## src/rtl/jsd_pkg.sv

```systemverilog
// shared types and constants of the jpeg stream deframer
package jsd_pkg;

  localparam int FrameCountBitsDef = 22;
  localparam int MaxFrameWidth     = 22;
  localparam int MaxFrameReset     = 2 * 1024 * 1024;
  localparam int HeaderLen         = 12;
  localparam int MaxResults        = 3;
  localparam int ResFifoDepth      = 4;

  localparam logic [7:0] ByteFf  = 8'hFF;
  localparam logic [7:0] ByteSoi = 8'hD8;
  localparam logic [7:0] ByteEoi = 8'hD9;
  localparam logic [7:0] SigM    = 8'h4D;
  localparam logic [7:0] SigO    = 8'h4F;
  localparam logic [7:0] SigR    = 8'h52;
  localparam logic [7:0] SigNul  = 8'h00;

  // configuration register indexes
  localparam logic [1:0] CfgMaxFrame  = 2'd0;
  localparam logic [1:0] CfgLenEnable = 2'd1;
  localparam logic [1:0] CfgMrkEnable = 2'd2;

  typedef enum logic [5:0] {
    ModeHunt      = 6'b000001,
    ModeHeader    = 6'b000010,
    ModePayFirst  = 6'b000100,
    ModePaySecond = 6'b001000,
    ModePayload   = 6'b010000,
    ModeMarked    = 6'b100000
  } mode_e;

  typedef struct packed {
    logic [7:0] out_byte;
    logic       frame_start;
    logic       frame_end;
    logic       frame_abort;
    logic       by_length_header;
    logic       last_of_run;
  } result_t;

  typedef struct packed {
    logic [31:0] limit;
    logic        len_en;
    logic        mrk_en;
  } cfg_t;

  function automatic logic [7:0] sig_byte(input logic [1:0] k);
    logic [7:0] r;
    unique case (k)
      2'd0:    r = SigM;
      2'd1:    r = SigO;
      2'd2:    r = SigR;
      default: r = SigNul;
    endcase
    return r;
  endfunction

  function automatic result_t mk_res(input logic [7:0] b, input logic st, input logic en,
                                     input logic ab, input logic bl);
    result_t r;
    r.out_byte         = b;
    r.frame_start      = st;
    r.frame_end        = en;
    r.frame_abort      = ab;
    r.by_length_header = bl;
    r.last_of_run      = 1'b0;
    return r;
  endfunction

endpackage

```

## src/rtl/jsd_core.sv

```systemverilog
// framing state machine: one byte in, up to three results out
module jsd_core #(
  parameter int FRAME_COUNT_BITS = jsd_pkg::FrameCountBitsDef
) (
  input  logic                          clk_i,
  input  logic                          rst_ni,
  input  logic                          in_fire_i,
  input  logic [7:0]                    data_byte_i,
  input  jsd_pkg::cfg_t                 cfg_i,
  output logic [1:0]                    res_n_o,
  output jsd_pkg::result_t [2:0]        res_o
);

  localparam int BrW = jsd_pkg::MaxFrameWidth;

  jsd_pkg::mode_e              mode_q, mode_d;
  logic [3:0]                  hi_q, hi_d;
  logic [1:0]                  sm_q, sm_d;
  logic [31:0]                 lw_q, lw_d;
  logic [BrW-1:0]              br_q, br_d;
  logic [FRAME_COUNT_BITS-1:0] fc_q, fc_d;
  logic [7:0]                  pb_q, pb_d;
  logic                        pv_q, pv_d;

  logic                        fc_full;
  logic                        lim_ge2;
  logic                        prev_ff;
  logic                        ends;
  logic [BrW-1:0]              br_dec;
  jsd_pkg::result_t [2:0]      res;
  logic [1:0]                  n;
  logic [7:0]                  b;

  always_comb begin
    b       = data_byte_i;
    mode_d  = mode_q;
    hi_d    = hi_q;
    sm_d    = sm_q;
    lw_d    = lw_q;
    br_d    = br_q;
    fc_d    = fc_q;
    pb_d    = pb_q;
    pv_d    = pv_q;
    res     = '0;
    n       = 2'd0;
    fc_full = 32'(fc_q) >= cfg_i.limit;
    lim_ge2 = cfg_i.limit >= 32'd2;
    prev_ff = pv_q && (pb_q == jsd_pkg::ByteFf);
    ends    = 1'b0;
    br_dec  = (br_q != '0) ? br_q - BrW'(1) : br_q;
    if (in_fire_i) begin
      unique case (mode_q)
        jsd_pkg::ModeHeader: begin
          if (hi_q >= 4'd8) lw_d[8*hi_q[1:0] +: 8] = b;
          if (hi_q >= 4'(jsd_pkg::HeaderLen - 1)) begin
            if (lw_d < 32'd2 || lw_d > cfg_i.limit) begin
              mode_d = jsd_pkg::ModeHunt;
              sm_d   = 2'd0;
              pv_d   = 1'b0;
              hi_d   = 4'd0;
            end else begin
              br_d   = lw_d[BrW-1:0];
              mode_d = jsd_pkg::ModePayFirst;
            end
          end else begin
            hi_d = hi_q + 4'd1;
          end
        end
        jsd_pkg::ModePayFirst: begin
          pb_d   = b;
          pv_d   = 1'b1;
          mode_d = jsd_pkg::ModePaySecond;
        end
        jsd_pkg::ModePaySecond: begin
          if (pb_q == jsd_pkg::ByteFf && b == jsd_pkg::ByteSoi &&
              br_q >= BrW'(2) && lim_ge2) begin
            res[0] = jsd_pkg::mk_res(jsd_pkg::ByteFf, 1'b1, 1'b0, 1'b0, 1'b1);
            res[1] = jsd_pkg::mk_res(jsd_pkg::ByteSoi, 1'b0, br_q == BrW'(2), 1'b0, 1'b1);
            n      = 2'd2;
            fc_d   = FRAME_COUNT_BITS'(2);
            br_d   = br_q - BrW'(2);
            if (br_q == BrW'(2)) begin
              mode_d = jsd_pkg::ModeHunt;
              sm_d   = 2'd0;
              pv_d   = 1'b0;
              hi_d   = 4'd0;
            end else begin
              mode_d = jsd_pkg::ModePayload;
            end
          end else begin
            mode_d = jsd_pkg::ModeHunt;
            sm_d   = 2'd0;
            pv_d   = 1'b0;
            hi_d   = 4'd0;
          end
        end
        jsd_pkg::ModePayload: begin
          if (fc_full) begin
            res[0] = jsd_pkg::mk_res(8'd0, 1'b0, 1'b0, 1'b1, 1'b1);
            n      = 2'd1;
            mode_d = jsd_pkg::ModeHunt;
            sm_d   = 2'd0;
            pv_d   = 1'b0;
            hi_d   = 4'd0;
          end else begin
            fc_d   = fc_q + FRAME_COUNT_BITS'(1);
            res[0] = jsd_pkg::mk_res(b, 1'b0, br_q <= BrW'(1), 1'b0, 1'b1);
            n      = 2'd1;
            br_d   = br_dec;
            if (br_dec == '0) begin
              mode_d = jsd_pkg::ModeHunt;
              sm_d   = 2'd0;
              pv_d   = 1'b0;
              hi_d   = 4'd0;
            end
          end
        end
        jsd_pkg::ModeMarked: begin
          if (prev_ff && b == jsd_pkg::ByteSoi) begin
            // restart inside a marker frame
            res[0] = jsd_pkg::mk_res(8'd0, 1'b0, 1'b0, 1'b1, 1'b0);
            n      = 2'd1;
            if (lim_ge2) begin
              res[1] = jsd_pkg::mk_res(jsd_pkg::ByteFf, 1'b1, 1'b0, 1'b0, 1'b0);
              res[2] = jsd_pkg::mk_res(jsd_pkg::ByteSoi, 1'b0, 1'b0, 1'b0, 1'b0);
              n      = 2'd3;
              fc_d   = FRAME_COUNT_BITS'(2);
              sm_d   = 2'd0;
              pb_d   = b;
              pv_d   = 1'b1;
            end else begin
              mode_d = jsd_pkg::ModeHunt;
              sm_d   = 2'd0;
              pv_d   = 1'b0;
              hi_d   = 4'd0;
            end
          end else begin
            ends = prev_ff && b == jsd_pkg::ByteEoi;
            if (fc_full) begin
              res[0] = jsd_pkg::mk_res(8'd0, 1'b0, 1'b0, 1'b1, 1'b0);
              n      = 2'd1;
              mode_d = jsd_pkg::ModeHunt;
              sm_d   = 2'd0;
              pv_d   = 1'b0;
              hi_d   = 4'd0;
            end else begin
              fc_d   = fc_q + FRAME_COUNT_BITS'(1);
              res[0] = jsd_pkg::mk_res(b, 1'b0, ends, 1'b0, 1'b0);
              n      = 2'd1;
              if (ends) begin
                mode_d = jsd_pkg::ModeHunt;
                sm_d   = 2'd0;
                pv_d   = 1'b0;
                hi_d   = 4'd0;
              end else begin
                pb_d = b;
                pv_d = 1'b1;
              end
            end
          end
        end
        default: begin
          // hunting, and any broken mode code
          mode_d = jsd_pkg::ModeHunt;
          if (cfg_i.mrk_en && prev_ff && b == jsd_pkg::ByteSoi && lim_ge2) begin
            res[0] = jsd_pkg::mk_res(jsd_pkg::ByteFf, 1'b1, 1'b0, 1'b0, 1'b0);
            res[1] = jsd_pkg::mk_res(jsd_pkg::ByteSoi, 1'b0, 1'b0, 1'b0, 1'b0);
            n      = 2'd2;
            fc_d   = FRAME_COUNT_BITS'(2);
            mode_d = jsd_pkg::ModeMarked;
            sm_d   = 2'd0;
            pb_d   = b;
            pv_d   = 1'b1;
          end else if (cfg_i.len_en && b == jsd_pkg::sig_byte(sm_q) && sm_q == 2'd3) begin
            mode_d = jsd_pkg::ModeHeader;
            hi_d   = 4'd4;
            lw_d   = '0;
            sm_d   = 2'd0;
            pv_d   = 1'b0;
          end else begin
            if (!cfg_i.len_en) sm_d = 2'd0;
            else if (b == jsd_pkg::sig_byte(sm_q)) sm_d = sm_q + 2'd1;
            else sm_d = (b == jsd_pkg::SigM) ? 2'd1 : 2'd0;
            pb_d = b;
            pv_d = 1'b1;
          end
        end
      endcase
    end
    unique case (n)
      2'd1:    res[0].last_of_run = 1'b1;
      2'd2:    res[1].last_of_run = 1'b1;
      2'd3:    res[2].last_of_run = 1'b1;
      default: ;
    endcase
  end

  always_ff @(posedge clk_i or negedge rst_ni) begin
    if (!rst_ni) begin
      mode_q <= jsd_pkg::ModeHunt;
      hi_q   <= '0;
      sm_q   <= '0;
      lw_q   <= '0;
      br_q   <= '0;
      fc_q   <= '0;
      pb_q   <= '0;
      pv_q   <= 1'b0;
    end else begin
      mode_q <= mode_d;
      hi_q   <= hi_d;
      sm_q   <= sm_d;
      lw_q   <= lw_d;
      br_q   <= br_d;
      fc_q   <= fc_d;
      pb_q   <= pb_d;
      pv_q   <= pv_d;
    end
  end

  assign res_n_o = n;
  assign res_o   = res;

endmodule

```

## src/rtl/jsd_res_fifo.sv

```systemverilog
// small result queue, takes up to three results a cycle and gives one
module jsd_res_fifo (
  input  logic                   clk_i,
  input  logic                   rst_ni,
  input  logic [1:0]             push_n_i,
  input  jsd_pkg::result_t [2:0] push_data_i,
  input  logic                   pop_i,
  output logic                   out_valid_o,
  output jsd_pkg::result_t       head_o,
  output logic                   space_o
);

  localparam int Depth = jsd_pkg::ResFifoDepth;
  localparam int PtrW  = $clog2(Depth);
  localparam int CntW  = $clog2(Depth + 1);

  jsd_pkg::result_t    mem [Depth];
  logic [PtrW-1:0]     wr_q, rd_q;
  logic [CntW-1:0]     cnt_q, cnt_d;
  logic                pop;

  assign pop         = pop_i && (cnt_q != '0);
  assign cnt_d       = cnt_q + CntW'(push_n_i) - CntW'(pop);
  assign out_valid_o = cnt_q != '0;
  assign head_o      = mem[rd_q];
  assign space_o     = cnt_q <= CntW'(Depth - jsd_pkg::MaxResults);

  always_ff @(posedge clk_i) begin
    for (int i = 0; i < jsd_pkg::MaxResults; i++) begin
      if (i < int'(push_n_i)) mem[wr_q + PtrW'(i)] <= push_data_i[i];
    end
  end

  always_ff @(posedge clk_i or negedge rst_ni) begin
    if (!rst_ni) begin
      wr_q  <= '0;
      rd_q  <= '0;
      cnt_q <= '0;
    end else begin
      wr_q  <= wr_q + PtrW'(push_n_i);
      rd_q  <= rd_q + PtrW'(pop);
      cnt_q <= cnt_d;
    end
  end

`ifndef NO_ASSERTIONS
  a_no_overflow: assert property (@(posedge clk_i) disable iff (!rst_ni)
    (push_n_i != 2'd0) |-> (CntW'(push_n_i) + cnt_q <= CntW'(Depth)))
    else $error("result queue overflow");
  a_cnt_bound: assert property (@(posedge clk_i) disable iff (!rst_ni)
    cnt_q <= CntW'(Depth))
    else $error("result count out of range");
  a_last_flag: assert property (@(posedge clk_i) disable iff (!rst_ni)
    (push_n_i != 2'd0) |-> push_data_i[push_n_i - 2'd1].last_of_run)
    else $error("final result of a byte lacks last flag");
  a_drain: assert property (@(posedge clk_i) disable iff (!rst_ni)
    (pop && push_n_i == 2'd0) |=> (cnt_q == $past(cnt_q) - CntW'(1)))
    else $error("result count did not drop on pop");
`endif

endmodule

```

## src/rtl/jpeg_stream_deframer_top.sv

```systemverilog
// jpeg stream deframer: header or marker framing of a camera byte stream
// results are registered in the result queue, then offered in order behind earlier beats
// throughput: one byte per cycle while each byte yields at most one result and no
//   beat is stalled; the result port drains one beat per cycle, so a byte that yields
//   two or three results holds the input until the four-entry result queue has room
// reset: rst_ni async active low; hunting state, registers at their reset values
module jpeg_stream_deframer_top #(
  parameter int FRAME_COUNT_BITS = jsd_pkg::FrameCountBitsDef
) (
  input  logic                              clk_i,
  input  logic                              rst_ni,
  // byte input channel
  input  logic                              in_valid_i,
  output logic                              in_ready_o,
  input  logic [7:0]                        data_byte_i,
  // result channel
  output logic                              out_valid_o,
  input  logic                              out_ready_i,
  output logic [7:0]                        out_byte_o,
  output logic                              frame_start_o,
  output logic                              frame_end_o,
  output logic                              frame_abort_o,
  output logic                              by_length_header_o,
  output logic                              last_of_run_o,
  // configuration write port
  input  logic                              cfg_we_i,
  input  logic [1:0]                        cfg_index_i,
  input  logic [jsd_pkg::MaxFrameWidth-1:0] cfg_data_i
);

  // largest value the frame counter holds
  localparam logic [31:0] CountMax = 32'((64'd1 << FRAME_COUNT_BITS) - 64'd1);
  localparam logic [31:0] LimitReset =
    (32'(jsd_pkg::MaxFrameReset) < CountMax) ? 32'(jsd_pkg::MaxFrameReset) : CountMax;

  // effective frame limit is kept already clipped to the counter range
  logic [31:0]            limit_q;
  logic                   len_en_q;
  logic                   mrk_en_q;
  jsd_pkg::cfg_t          cfg;

  logic                   in_fire;
  logic [1:0]             res_n;
  jsd_pkg::result_t [2:0] res;
  jsd_pkg::result_t       head;
  logic                   space;

  always_ff @(posedge clk_i or negedge rst_ni) begin
    if (!rst_ni) begin
      limit_q  <= LimitReset;
      len_en_q <= 1'b1;
      mrk_en_q <= 1'b1;
    end else if (cfg_we_i) begin
      unique case (cfg_index_i)
        jsd_pkg::CfgMaxFrame: begin
          limit_q <= (32'(cfg_data_i) < CountMax) ? 32'(cfg_data_i) : CountMax;
        end
        jsd_pkg::CfgLenEnable: len_en_q <= cfg_data_i[0];
        jsd_pkg::CfgMrkEnable: mrk_en_q <= cfg_data_i[0];
        default: ;  // writes past the register list are dropped
      endcase
    end
  end

  assign cfg.limit  = limit_q;
  assign cfg.len_en = len_en_q;
  assign cfg.mrk_en = mrk_en_q;

  // a byte is taken only when the queue can hold its worst-case result burst
  assign in_ready_o = space;
  assign in_fire    = in_valid_i && space;

  jsd_core #(
    .FRAME_COUNT_BITS(FRAME_COUNT_BITS)
  ) u_core (
    .clk_i       (clk_i),
    .rst_ni      (rst_ni),
    .in_fire_i   (in_fire),
    .data_byte_i (data_byte_i),
    .cfg_i       (cfg),
    .res_n_o     (res_n),
    .res_o       (res)
  );

  jsd_res_fifo u_fifo (
    .clk_i       (clk_i),
    .rst_ni      (rst_ni),
    .push_n_i    (res_n),
    .push_data_i (res),
    .pop_i       (out_ready_i),
    .out_valid_o (out_valid_o),
    .head_o      (head),
    .space_o     (space)
  );

  // result beat fields straight from the queue head
  assign out_byte_o         = head.out_byte;
  assign frame_start_o      = head.frame_start;
  assign frame_end_o        = head.frame_end;
  assign frame_abort_o      = head.frame_abort;
  assign by_length_header_o = head.by_length_header;
  assign last_of_run_o      = head.last_of_run;

`ifndef NO_ASSERTIONS
  a_results_need_byte: assert property (@(posedge clk_i) disable iff (!rst_ni)
    (res_n != 2'd0) |-> in_fire)
    else $error("results produced without an accepted byte");
  a_limit_clipped: assert property (@(posedge clk_i) disable iff (!rst_ni)
    limit_q <= CountMax)
    else $error("frame limit above counter range");
  a_start_first: assert property (@(posedge clk_i) disable iff (!rst_ni)
    (res_n != 2'd0 && res[0].frame_start) |-> (res_n >= 2'd2 && !res[0].frame_abort))
    else $error("frame start without its marker pair");
`endif

endmodule

```

## config.mk

```make
export PLATFORM = sky130hd
export DESIGN_NAME = jpeg_stream_deframer_top
export DESIGN_NICKNAME = d
export VERILOG_FILES = /design/src/rtl/jsd_pkg.sv /design/src/rtl/jsd_core.sv /design/src/rtl/jsd_res_fifo.sv /design/src/rtl/jpeg_stream_deframer_top.sv
export SDC_FILE = /design/constraint.sdc
export NUM_CORES = 1
export LEC_CHECK = 0
export BUFFER_PORTS_ARGS = -buffer_cell sky130_fd_sc_hd__buf_2
export CAP_MARGIN = 10
export CORE_ASPECT_RATIO = 1.1
export CORE_MARGIN = 10
export CORE_UTILIZATION = 29
export CTS_BUF_LIST = sky130_fd_sc_hd__clkbuf_16
export CTS_CLUSTER_DIAMETER = 30
export DETAILED_ROUTE_END_ITERATION = 10
export SLEW_MARGIN = 5
export SYNTH_ARGS = -nofsm -noshare
export SYNTH_HDL_FRONTEND = slang
export SYNTH_SLANG_ARGS = --single-unit
export TNS_END_PERCENT = 100
```

## constraint.sdc

```tcl
create_clock -name clk_i -period 5 [get_ports clk_i]
set_clock_uncertainty 0.1 [all_clocks]
set_input_delay 0.75 -clock clk_i [delete_from_list [all_inputs] [get_ports clk_i]]
set_output_delay 0.75 -clock clk_i [all_outputs]
set_load 0.02 [all_outputs]
```

==> metrics, run 1 <==
Longest Clk Path Bufs 2; post-placement cell count 1,833; # diodes 0; Worst Path Max Fanout 41; RD Place Congestion 0.932; CP required 5.20 ns; Tcrit/Tclk final 0.943; CP endpoint kind flop; post-CTS setup buffer count 0; critical path type flop to flop; CTS Root Cell clkbuf_16; post-placement cell area 0.0125 mm²; post-synth net total 1,431; Critical Path Source Type flop; antenna viol nets, final 0; Die Span Y 231 µm; PortBufs 51; via/cell ratio 5.65; Setup WS post-layout 0.287 ns; cell area after synthesis 0.0118 mm²; clock slew at reported path FFs 0.07 ns; Most used DFF post-synth dfrtp_1; antenna violations before repair 0; H-tree Lvls 4; Die W 212 µm; Clock Latency Late Sink 0.45 ns; Mapped Cells 1,327; Compound-Gate Fraction of Synth Area 0.231; Data arrival, critical path 4.92 ns; Layout Cells excl Fill 1,865; Setup crit start u_core.hi_q[1]$_DFFE_PN0P_; Num CTS Buffers 17; worst slew pin tran 1.08 ns; Ports 52; Final Max Slew Viols 0; Fin. Hold Viols 0; DRC violations left 0; CTS tree built; vias after detailed routing 10,500; area of the multi-input gates 0.00674 mm²; Syn. warnings 0; Post-synth EDFFs 20; number of cells upsized or downsized after cts 0; largest net degree at the start of global routing 95; global-route wire length before repair 59.3 mm; met3 GRT Util 0.0315; endpoints failing setup 0; pre-CTS setup slack 0.275 ns; #FFs+latches synth 180; cts hold-fix bufs 0; Layout Nets 1,443; grt ovf 0; synthesis-to-layout area growth 10.9%; r2r startpoint u_core.hi_q[1]$_DFFE_PN0P_; core area 0.0402 mm²; met1 Usage GRT 0.199; mux cell area share after synthesis 0.0455; Pwr Density 272 mW/mm²; Post-Synth Adder-Cell Area 0.0719; CTS Sinks 180; Synth async-reset ratio 0.711; leakage power total 5.47 nW; layout cells sized above 1 0.124; post-synthesis cell type count 92; largest family of logic cells by synthesized area compound AO/OA/AOI/OAI gates; sequential-to-total area share from yosys stat 0.378; final WL 37.5 mm; synth top area cells dfrtp_1 (26%), ha_1 (7.0%), o21ai_0 (5.6%); Worst slew margin 0.279; fmax 0.212 GHz; Post-Synth Simple-Gate Area 0.203; Mean Syn Cell Area 8.87 µm²; RSZ-0062 raised after global routing false; Initial Util 0.293; max cap viols 0; maximum vdd ir drop 0.228 mV; post-synth top area cell dfrtp_1; post-layout min period 4.71 ns; status finished clean; filler instances 4,169; # rows 77; GR met2 Demand/Resource 0.246; Synth top area share 0.264; DRT Pass-1 Iters 5; total negative setup slack 0 ns; final instance area 0.0131 mm²; 1st-iter DRT viols 1,061; DP Wirelength 27.7 mm; average wire per standard cell 20.1 µm; GRT busiest layer met2; DIE AREA 0.0490 mm²; worst hold path class primary input to asynchronous set/reset pin; total global-route track usage 0.152; Synth Area in XOR/XNOR 0.0208; vias in the first global route 10,300; register area 0.00445 mm²
-- kinds of logic (layout without fill, tap and decap cells) --
group,count (synthesis),in the layout
AOI/OAI and AO/OA,413,413
xor gates and xnor gates,28,28
adders and majority gates,67,67
buffers and inverters,151,176
DFF,180,180
muxes,35,35
and+or+nand+nor,453,453
-- metrics by stage --
step           utilization  hold WS, ns  total power, W
3_5_place_dp         0.311        0.347         0.00231
2_1_floorplan            -        0.320         0.00210
6_report             0.325        0.266         0.00354
3_3_place_gp         0.311        0.334         0.00229
4_1_cts              0.325        0.334         0.00358
5_1_grt              0.325        0.358         0.00373
-- layout by cell type (no fill, tap or decap), drive strengths merged, types with 7 or more instances in the layout --
master  count
nand3b      9
dfrtp     124
o22ai      10
o211ai     22
ha         66
and3       12
buf        72
inv        75
clkbuf     18
mux2       18
xnor2      15
a22oi      14
o31ai       9
nand4      21
xor2       13
nand4b      7
a211oi     10
o21ai     135
a21oi      91
a22o       24
nand2     138
nor4       21
a32o        7
mux4       13
edfxtp     20
a31oi      11
nand3      29
a21o       16
clkinv     11
nor2       94
dfxtp      32
and2       11
nor3       35
or3        24
or4        14
-- metal layers --
| metal | part of all wire | wire length [µm] |
|---|---|---|
| met5 | 0 | 0 |
| met4 | 0.024 | 910 |
| met3 | 0.074 | 2760 |
| met2 | 0.47 | 17500 |
| met1 | 0.43 | 16300 |
-- cells in the mapped netlist, types with 6 or more instances --
master	n
a211o_1	6
a211oi_1	10
a21o_1	16
a21oi_1	88
a22o_1	24
a22oi_1	14
a311oi_1	6
a31oi_1	10
a32o_1	7
and2_1	9
and3_1	12
buf_2	16
clkbuf_1	59
dfrtp_1	124
dfxtp_1	32
edfxtp_1	20
ha_1	66
inv_1	71
mux2_2	17
mux4_2	13
nand2_1	137
nand3_1	29
nand3b_1	8
nand4_1	20
nand4b_1	7
nor2_1	94
nor3_1	30
nor4_1	18
o211ai_1	21
o21a_1	6
o21ai_0	132
o22ai_1	10
o31ai_1	9
or3_1	23
or4_1	12
xnor2_1	15
xor2_1	13
-- critical path, stage by stage, from the launching register on --
cell	delay, ns
dfrtp_1	0.43
inv_1	0.12
ha_1	0.52
nand2_1	0.12
nor2_1	0.48
a22oi_1	0.26
inv_1	0.10
ha_1	0.24
nand4_1	0.13
nor2_1	0.05
a221o_1	0.32
a211o_1	0.27
o21ai_1	0.25
and4_1	0.37
o211ai_2	0.13
buf_4	0.27
o31ai_1	0.28
o21ai_0	0.13
-- report_power, final --
part           internal (W)  switching [W]  leakage [nW]
clock              0.000659       0.000608         0.267
sequential          0.00157       0.000114          2.10
combinational      0.000261       0.000331          3.09
total               0.00249        0.00105          5.47
-- state kept, by name, indices dropped and copies added, names as in the netlist --
name,flops
u_core.hi_q,4
u_core.mode_q,6
u_core.lw_q,32
u_core.br_q,22
mrk_en_q,1
u_fifo.mem,52
limit_q,22
u_core.fc_q,22
u_fifo.rd_q,2
u_core.pv_q,1
u_core.sm_q,2
u_fifo.wr_q,2
u_fifo.cnt_q,3
u_core.pb_q,8
len_en_q,1
-- path summary, 6_finish.rpt --
kind / slack (ns) / endpoint / cells after the start
worst max-delay path: 0.29 / u_core.br_q[9]$_DFFE_PN0P_ / 17
worst min-delay path: 0.27 / u_core.fc_q[20]$_DFFE_PN0P_ / 1
min in group clk_i: 0.36 / u_fifo.mem[1][2]$_SDFFE_PP0P_ / 2
max in group asynchronous: 3.48 / u_core.br_q[6]$_DFFE_PN0P_ / 2
worst max register to register: 0.29 / u_core.br_q[9]$_DFFE_PN0P_ / 17
worst min register to register: 0.36 / u_fifo.mem[1][2]$_SDFFE_PP0P_ / 2
-- cell type report --
| type | count | area share |
|---|---|---|
| multi-input combinational | 996 | 0.516 |
| timing repair buffer | 72 | 0.0321 |
| clock inverter | 14 | 0.00642 |
| clock buffer | 18 | 0.0345 |
| inverter | 72 | 0.0207 |
| sequential | 180 | 0.341 |
| tap | 513 | 0.0492 |
Power figures use the tool's default switching activity.
==> run 2, diff against run 1 <==
Settings changed: CTS_BUF_LIST sky130_fd_sc_hd__clkbuf_16 to default.
==> metrics, run 2 (synthesis gave the netlist of run 1 again) <==
core area 0.0402 mm² (unchanged); vias in the first global route 10,300 (+0.13%); maximum vdd ir drop 0.227 mV (-0.43%); max cap viols 0 (unchanged); endpoints failing setup 0 (unchanged); fmax 0.213 GHz (+0.46%); Die W 212 µm (unchanged); Power Total 0.00363 W (+2.3%); Biggest register u_fifo.mem; Layout Cells excl Fill 1,865 (unchanged); vias after detailed routing 10,500 (-0.13%); Tcrit/Tclk final 0.938 (-0.00432); CTS tree built; Die Span Y 231 µm (unchanged); clock slew at reported path FFs 0.07 ns (about the same); RD Place Congestion 0.932 (unchanged); # rows 77 (unchanged); PortBufs 51 (unchanged); worst slew pin tran 1.07 ns (-0.00997 ns); r2r startpoint u_core.hi_q[1]$_DFFE_PN0P_; Fin. Hold Viols 0 (unchanged); filler instances 4,157 (-0.29%); DRT Pass-1 Iters 5 (unchanged); Layout Nets 1,443 (unchanged); post-layout min period 4.69 ns (-0.0216 ns); Final Max Slew Viols 0 (unchanged); DRC violations left 0 (unchanged); max reg flops 52 (unchanged); average wire per standard cell 20.1 µm (about the same); H-tree Lvls 4 (unchanged); DP Wirelength 27.7 mm (unchanged); final WL 37.4 mm (about the same); Initial Util 0.293 (unchanged); commonest non-fill, non-tap cell in the layout nand2_1; Num CTS Buffers 17 (unchanged); Critical Path Source Type flop; most frequent cells in the layout nand2_1 (137), o21ai_0 (131), dfrtp_1 (124); RSZ-0062 raised after global routing false; CTS Root Cell clkbuf_16; Longest Clk Path Bufs 2 (unchanged); total negative setup slack 0 ns (unchanged); biggest regs u_fifo.mem: 52 flops, u_core.lw_q: 32 flops; layout cells sized above 1 0.127 (+0.00370); Data arrival, critical path 4.89 ns (-0.03 ns); leakage power total 5.49 nW (+0.51%); DIE AREA 0.0490 mm² (unchanged); via/cell ratio 5.64 (-0.13%); # diodes 0 (unchanged); Setup crit start u_core.hi_q[1]$_DFFE_PN0P_; Clock Latency Late Sink 0.45 ns (about the same); post-placement cell count 1,833 (unchanged); largest net degree at the start of global routing 95 (unchanged); CTS Sinks 180 (unchanged); cts hold-fix bufs 0 (unchanged); antenna violations before repair 0 (unchanged); global-route wire length before repair 59.3 mm (-0.15%); worst hold path class primary input to asynchronous set/reset pin; CP required 5.20 ns (about the same); total global-route track usage 0.152 (-0.000200); synthesis-to-layout area growth 11.3%; Worst Path Max Fanout 41 (unchanged); antenna viol nets, final 0 (unchanged); Pwr Density 277 mW/mm² (+1.9%); 1st-iter DRT viols 1,098 (+3.5%); CP endpoint kind flop; grt ovf 0 (unchanged); Ports 52 (unchanged); status finished clean; Worst slew margin 0.285 (+0.00667); critical path type flop to flop
[run 2: changes by cell type in the layout (fill, tap and decap cells not counted)]
cell	change
clkbuf_8	+5
clkinv_1	-5
[run 2: power breakdown]
part	internal, W	switching, W
registers	0.00157	0.000115
logic	0.000261	0.000332
clock network	0.000736	0.000612
total	0.00257	0.00106
[run 2: worst max-delay path, stage by stage, from the launching register on]
cell and delay, ns:
dfrtp_1 0.43, inv_1 0.12, ha_1 0.52, nand2_1 0.12, nor2_1 0.48, a22oi_1 0.22
inv_1 0.10, ha_1 0.24, nand4_1 0.15, nor2_1 0.07, a221o_1 0.32, a211o_1 0.27
o21ai_1 0.25, and4_1 0.37, o211ai_2 0.13, buf_4 0.28, o31ai_1 0.27, o21ai_0 0.12
[run 2: metal layers]
layer | vias to the layer above | wire length (µm) | global-route usage
met1 | 5059 | 16300 | 0.198
met3 | 57 | 2730 | 0.0323
met4 | 0 | 839 | 0.0492
met5 | - | 0 | 0
met2 | 435 | 17500 | 0.246
li1 | 4965 | - | -
[run 2: area by class of cell]
cell class / instances / area [µm²] / area share
Inverter: 72 / 270 / 0.0206
Clock buffer: 23 / 519 / 0.0396
Tap cell: 513 / 642 / 0.0490
Timing Repair Buffer: 72 / 419 / 0.0320
Clock inverter: 9 / 65.1 / 0.00497
Multi-Input combinational cell: 996 / 6740 / 0.514
Sequential cell: 180 / 4450 / 0.340
[run 2: path summary, 6_finish.rpt]
path | slack [ns] | end | depth (start not counted)
worst min register to register | 0.36 | u_fifo.mem[1][2]$_SDFFE_PP0P_ | 2
worst min-delay path | 0.27 | u_core.fc_q[20]$_DFFE_PN0P_ | 1
worst max register to register | 0.31 | u_core.br_q[9]$_DFFE_PN0P_ | 17
max in group asynchronous | 3.47 | u_core.br_q[6]$_DFFE_PN0P_ | 2
worst max-delay path | 0.31 | u_core.br_q[9]$_DFFE_PN0P_ | 17
min in group clk_i | 0.36 | u_fifo.mem[1][2]$_SDFFE_PP0P_ | 2
[run 2: per-stage QoR]
stage	instance area [µm²]	setup slack (ns)	hold WS, ns	util
floorplan	11800	0.637	0.320	-
global placement	12500	0.493	0.334	0.311
detailed placement	12500	0.275	0.347	0.311
CTS	13100	0.236	0.334	0.326
global route	13100	0.0127	0.360	0.326
finish	13100	0.308	0.270	0.326
[run 2: timing repair]
action,4_1_cts,5_1_grt
resized for setup,0,3
buffers inserted,0,0
endpoints found under the hold margin,0,0
endpoints found under the setup margin,0,19
==> run 3, diff against run 2 <==
Settings changed: CORE_ASPECT_RATIO 1.1 to default, MAX_ROUTING_LAYER from default to met4.
==> metrics, run 3 (synthesis gave the netlist of run 1 again) <==
Tcrit/Tclk final 0.914 (-0.0244); Longest Clk Path Bufs 2 (unchanged); Clock power frac 0.371 (about the same); CP endpoint kind flop; Setup crit start u_core.hi_q[1]$_DFFE_PN0P_; largest net degree at the start of global routing 94 (-1.1%); # diodes 0 (unchanged); endpoints failing setup 0 (unchanged); area of the multi-input gates 0.00673 mm² (about the same); Final Util 0.329 (+0.00272); PortBufs 51 (unchanged); filler instances 4,142 (-0.36%); Flop pwr share 0.465 (about the same); DP Wirelength 27.5 mm (-0.56%); sw frac 0.305 (+0.0130); # rows 73 (-5.2%); FF-to-FF path depth 17 (unchanged); Power Total 0.00363 W (about the same); H-tree Lvls 4 (unchanged); DRT Pass-1 Iters 6 (+1); Worst Path Max Fanout 41 (unchanged); total global-route track usage 0.150 (-0.00231); r2r startpoint u_core.hi_q[1]$_DFFE_PN0P_; Critical Path Source Type flop; post-placement cell area 0.0126 mm² (+0.42%); post-CTS setup buffer count 0 (unchanged); CTS tree built; clock slew at reported path FFs 0.08 ns (about the same); Initial Util 0.295 (+0.00191); Biggest register u_fifo.mem; Data arrival, critical path 4.77 ns (-0.12 ns); via/cell ratio 5.60 (-0.72%); Die W 221 µm (+4.4%); Pwr Density 276 mW/mm² (-0.16%); Die Span Y 221 µm (-4.3%); Worst slew margin 0.354 (+0.0689); average wire per standard cell 19.8 µm (-1.6%); CTS Root Cell clkbuf_16; Fin. Hold Viols 0 (unchanged); Int Pwr 0.00252 W (-1.8%); critical path type flop to flop; final instance area 0.0131 mm² (+0.18%); vias in the first global route 9,980 (-3.4%); worst hold path class primary input to asynchronous set/reset pin; layout cells sized above 1 0.129 (+0.00174); Num CTS Buffers 17 (unchanged); CTS Sinks 180 (unchanged); 1st-iter DRT viols 905 (-18%); Clock Latency Late Sink 0.45 ns (about the same); maximum vdd ir drop 0.240 mV (+5.9%); global-route wire length before repair 58.1 mm (-2.0%); most frequent cells in the layout nand2_1 (137), o21ai_0 (131), dfrtp_1 (124); max cap viols 0 (unchanged); DRC violations left 0 (unchanged); Layout Nets 1,448 (+0.35%); RD Place Congestion 0.954 (+2.3%); Ports 52 (unchanged); final WL 37.2 mm (-0.72%); CP endpoint u_core.br_q[9]$_DFFE_PN0P_; grt ovf 0 (unchanged); max reg flops 52 (unchanged); total negative setup slack 0 ns (unchanged); reported net switching power 0.00111 W (+4.5%); reg2reg end u_core.br_q[9]$_DFFE_PN0P_; biggest regs u_fifo.mem: 52 flops, u_core.lw_q: 32 flops; Final Max Slew Viols 0 (unchanged); Reg2Reg Setup Slack 0.43 ns (+0.12 ns); antenna viol nets, final 0 (unchanged); leakage power total 5.51 nW (+0.24%); worst slew pin tran 0.969 ns (-0.0993 ns); synthesis-to-layout area growth 11.5%; fmax 0.219 GHz (+2.7%); status finished clean; register area 0.00445 mm² (unchanged); RSZ-0062 raised after global routing false; commonest non-fill, non-tap cell in the layout nand2_1; Gate power share 0.164 (about the same); antenna violations before repair 0 (unchanged); post-layout min period 4.57 ns (-0.122 ns); vias after detailed routing 10,500 (+0.18%); DIE AREA 0.0490 mm² (about the same); core area 0.0399 mm² (-0.65%); CP required 5.20 ns (about the same)
==> run 3: worst min path at each step <==
stage	end	slack, ns
after global routing	u_core.fc_q[14]$_DFFE_PN0P_	0.37
after global placement	u_fifo.mem[1][2]$_SDFFE_PP0P_	0.33
after detailed placement	u_fifo.mem[1][3]$_SDFFE_PP0P_	0.34
after floorplan	u_fifo.mem[3][1]$_SDFFE_PP0P_	0.32
after CTS	u_core.fc_q[19]$_DFFE_PN0P_	0.34
final	u_core.fc_q[14]$_DFFE_PN0P_	0.29
==> run 3: power groups by stage <==
| stage | Combinational [W] | Sequential, W | Clock (W) |
|---|---|---|---|
| global route | 0.000666 | 0.00170 | 0.00143 |
| finish | 0.000595 | 0.00169 | 0.00135 |
| global placement | 0.000588 | 0.00171 | 0 |
| detailed placement | 0.000600 | 0.00172 | 0 |
| CTS | 0.000604 | 0.00169 | 0.00136 |
| floorplan | 0.000449 | 0.00165 | 0 |
==> run 3: repair_timing <==
action                     in CTS  in global routing
resized for setup               0                  2
setup endpoints to repair       0                 12
hold buffers                    0                  0
==> run 3: stage by stage <==
stage / setup slack, ns / hold WS (ns) / std cells
6_report: 0.430 / 0.291 / 1882
5_1_grt: 0.0358 / 0.370 / 1882
4_1_cts: 0.278 / 0.344 / 1882
3_5_place_dp: 0.299 / 0.342 / 1850
3_3_place_gp: 0.509 / 0.334 / 1850
2_1_floorplan: 0.637 / 0.320 / 1327
==> run 3: metal layers <==
layer | up-vias | share of wire | global-route usage
met5 | - | 0 | -
met3 | 58 | 0.067 | 0.0310
met2 | 359 | 0.46 | 0.230
met1 | 5145 | 0.46 | 0.198
li1 | 4973 | - | -
met4 | 0 | 0.021 | 0.0367
==> run 3: final cells by class <==
type,count,share of cell area
clock inverters,13,0.00820
clock buffers,19,0.0346
inverters,72,0.0206
multi-input cells,996,0.513
flip-flops and latches,180,0.339
repair buffers,77,0.0348
well taps,525,0.0500
==> run 3: worst max-delay path: stages (launching register included) <==
cell and delay, ns:
dfrtp_1 0.43, inv_1 0.11, ha_1 0.30, nand3b_1 0.27, nor2_1 0.44, a22oi_1 0.28
inv_1 0.12, ha_1 0.24, nand4_1 0.13, nor2_1 0.05, a221o_1 0.32, a211o_1 0.26
o21ai_1 0.29, and4_1 0.35, o211ai_2 0.10, buf_4 0.27, o31ai_1 0.26, o21ai_0 0.12
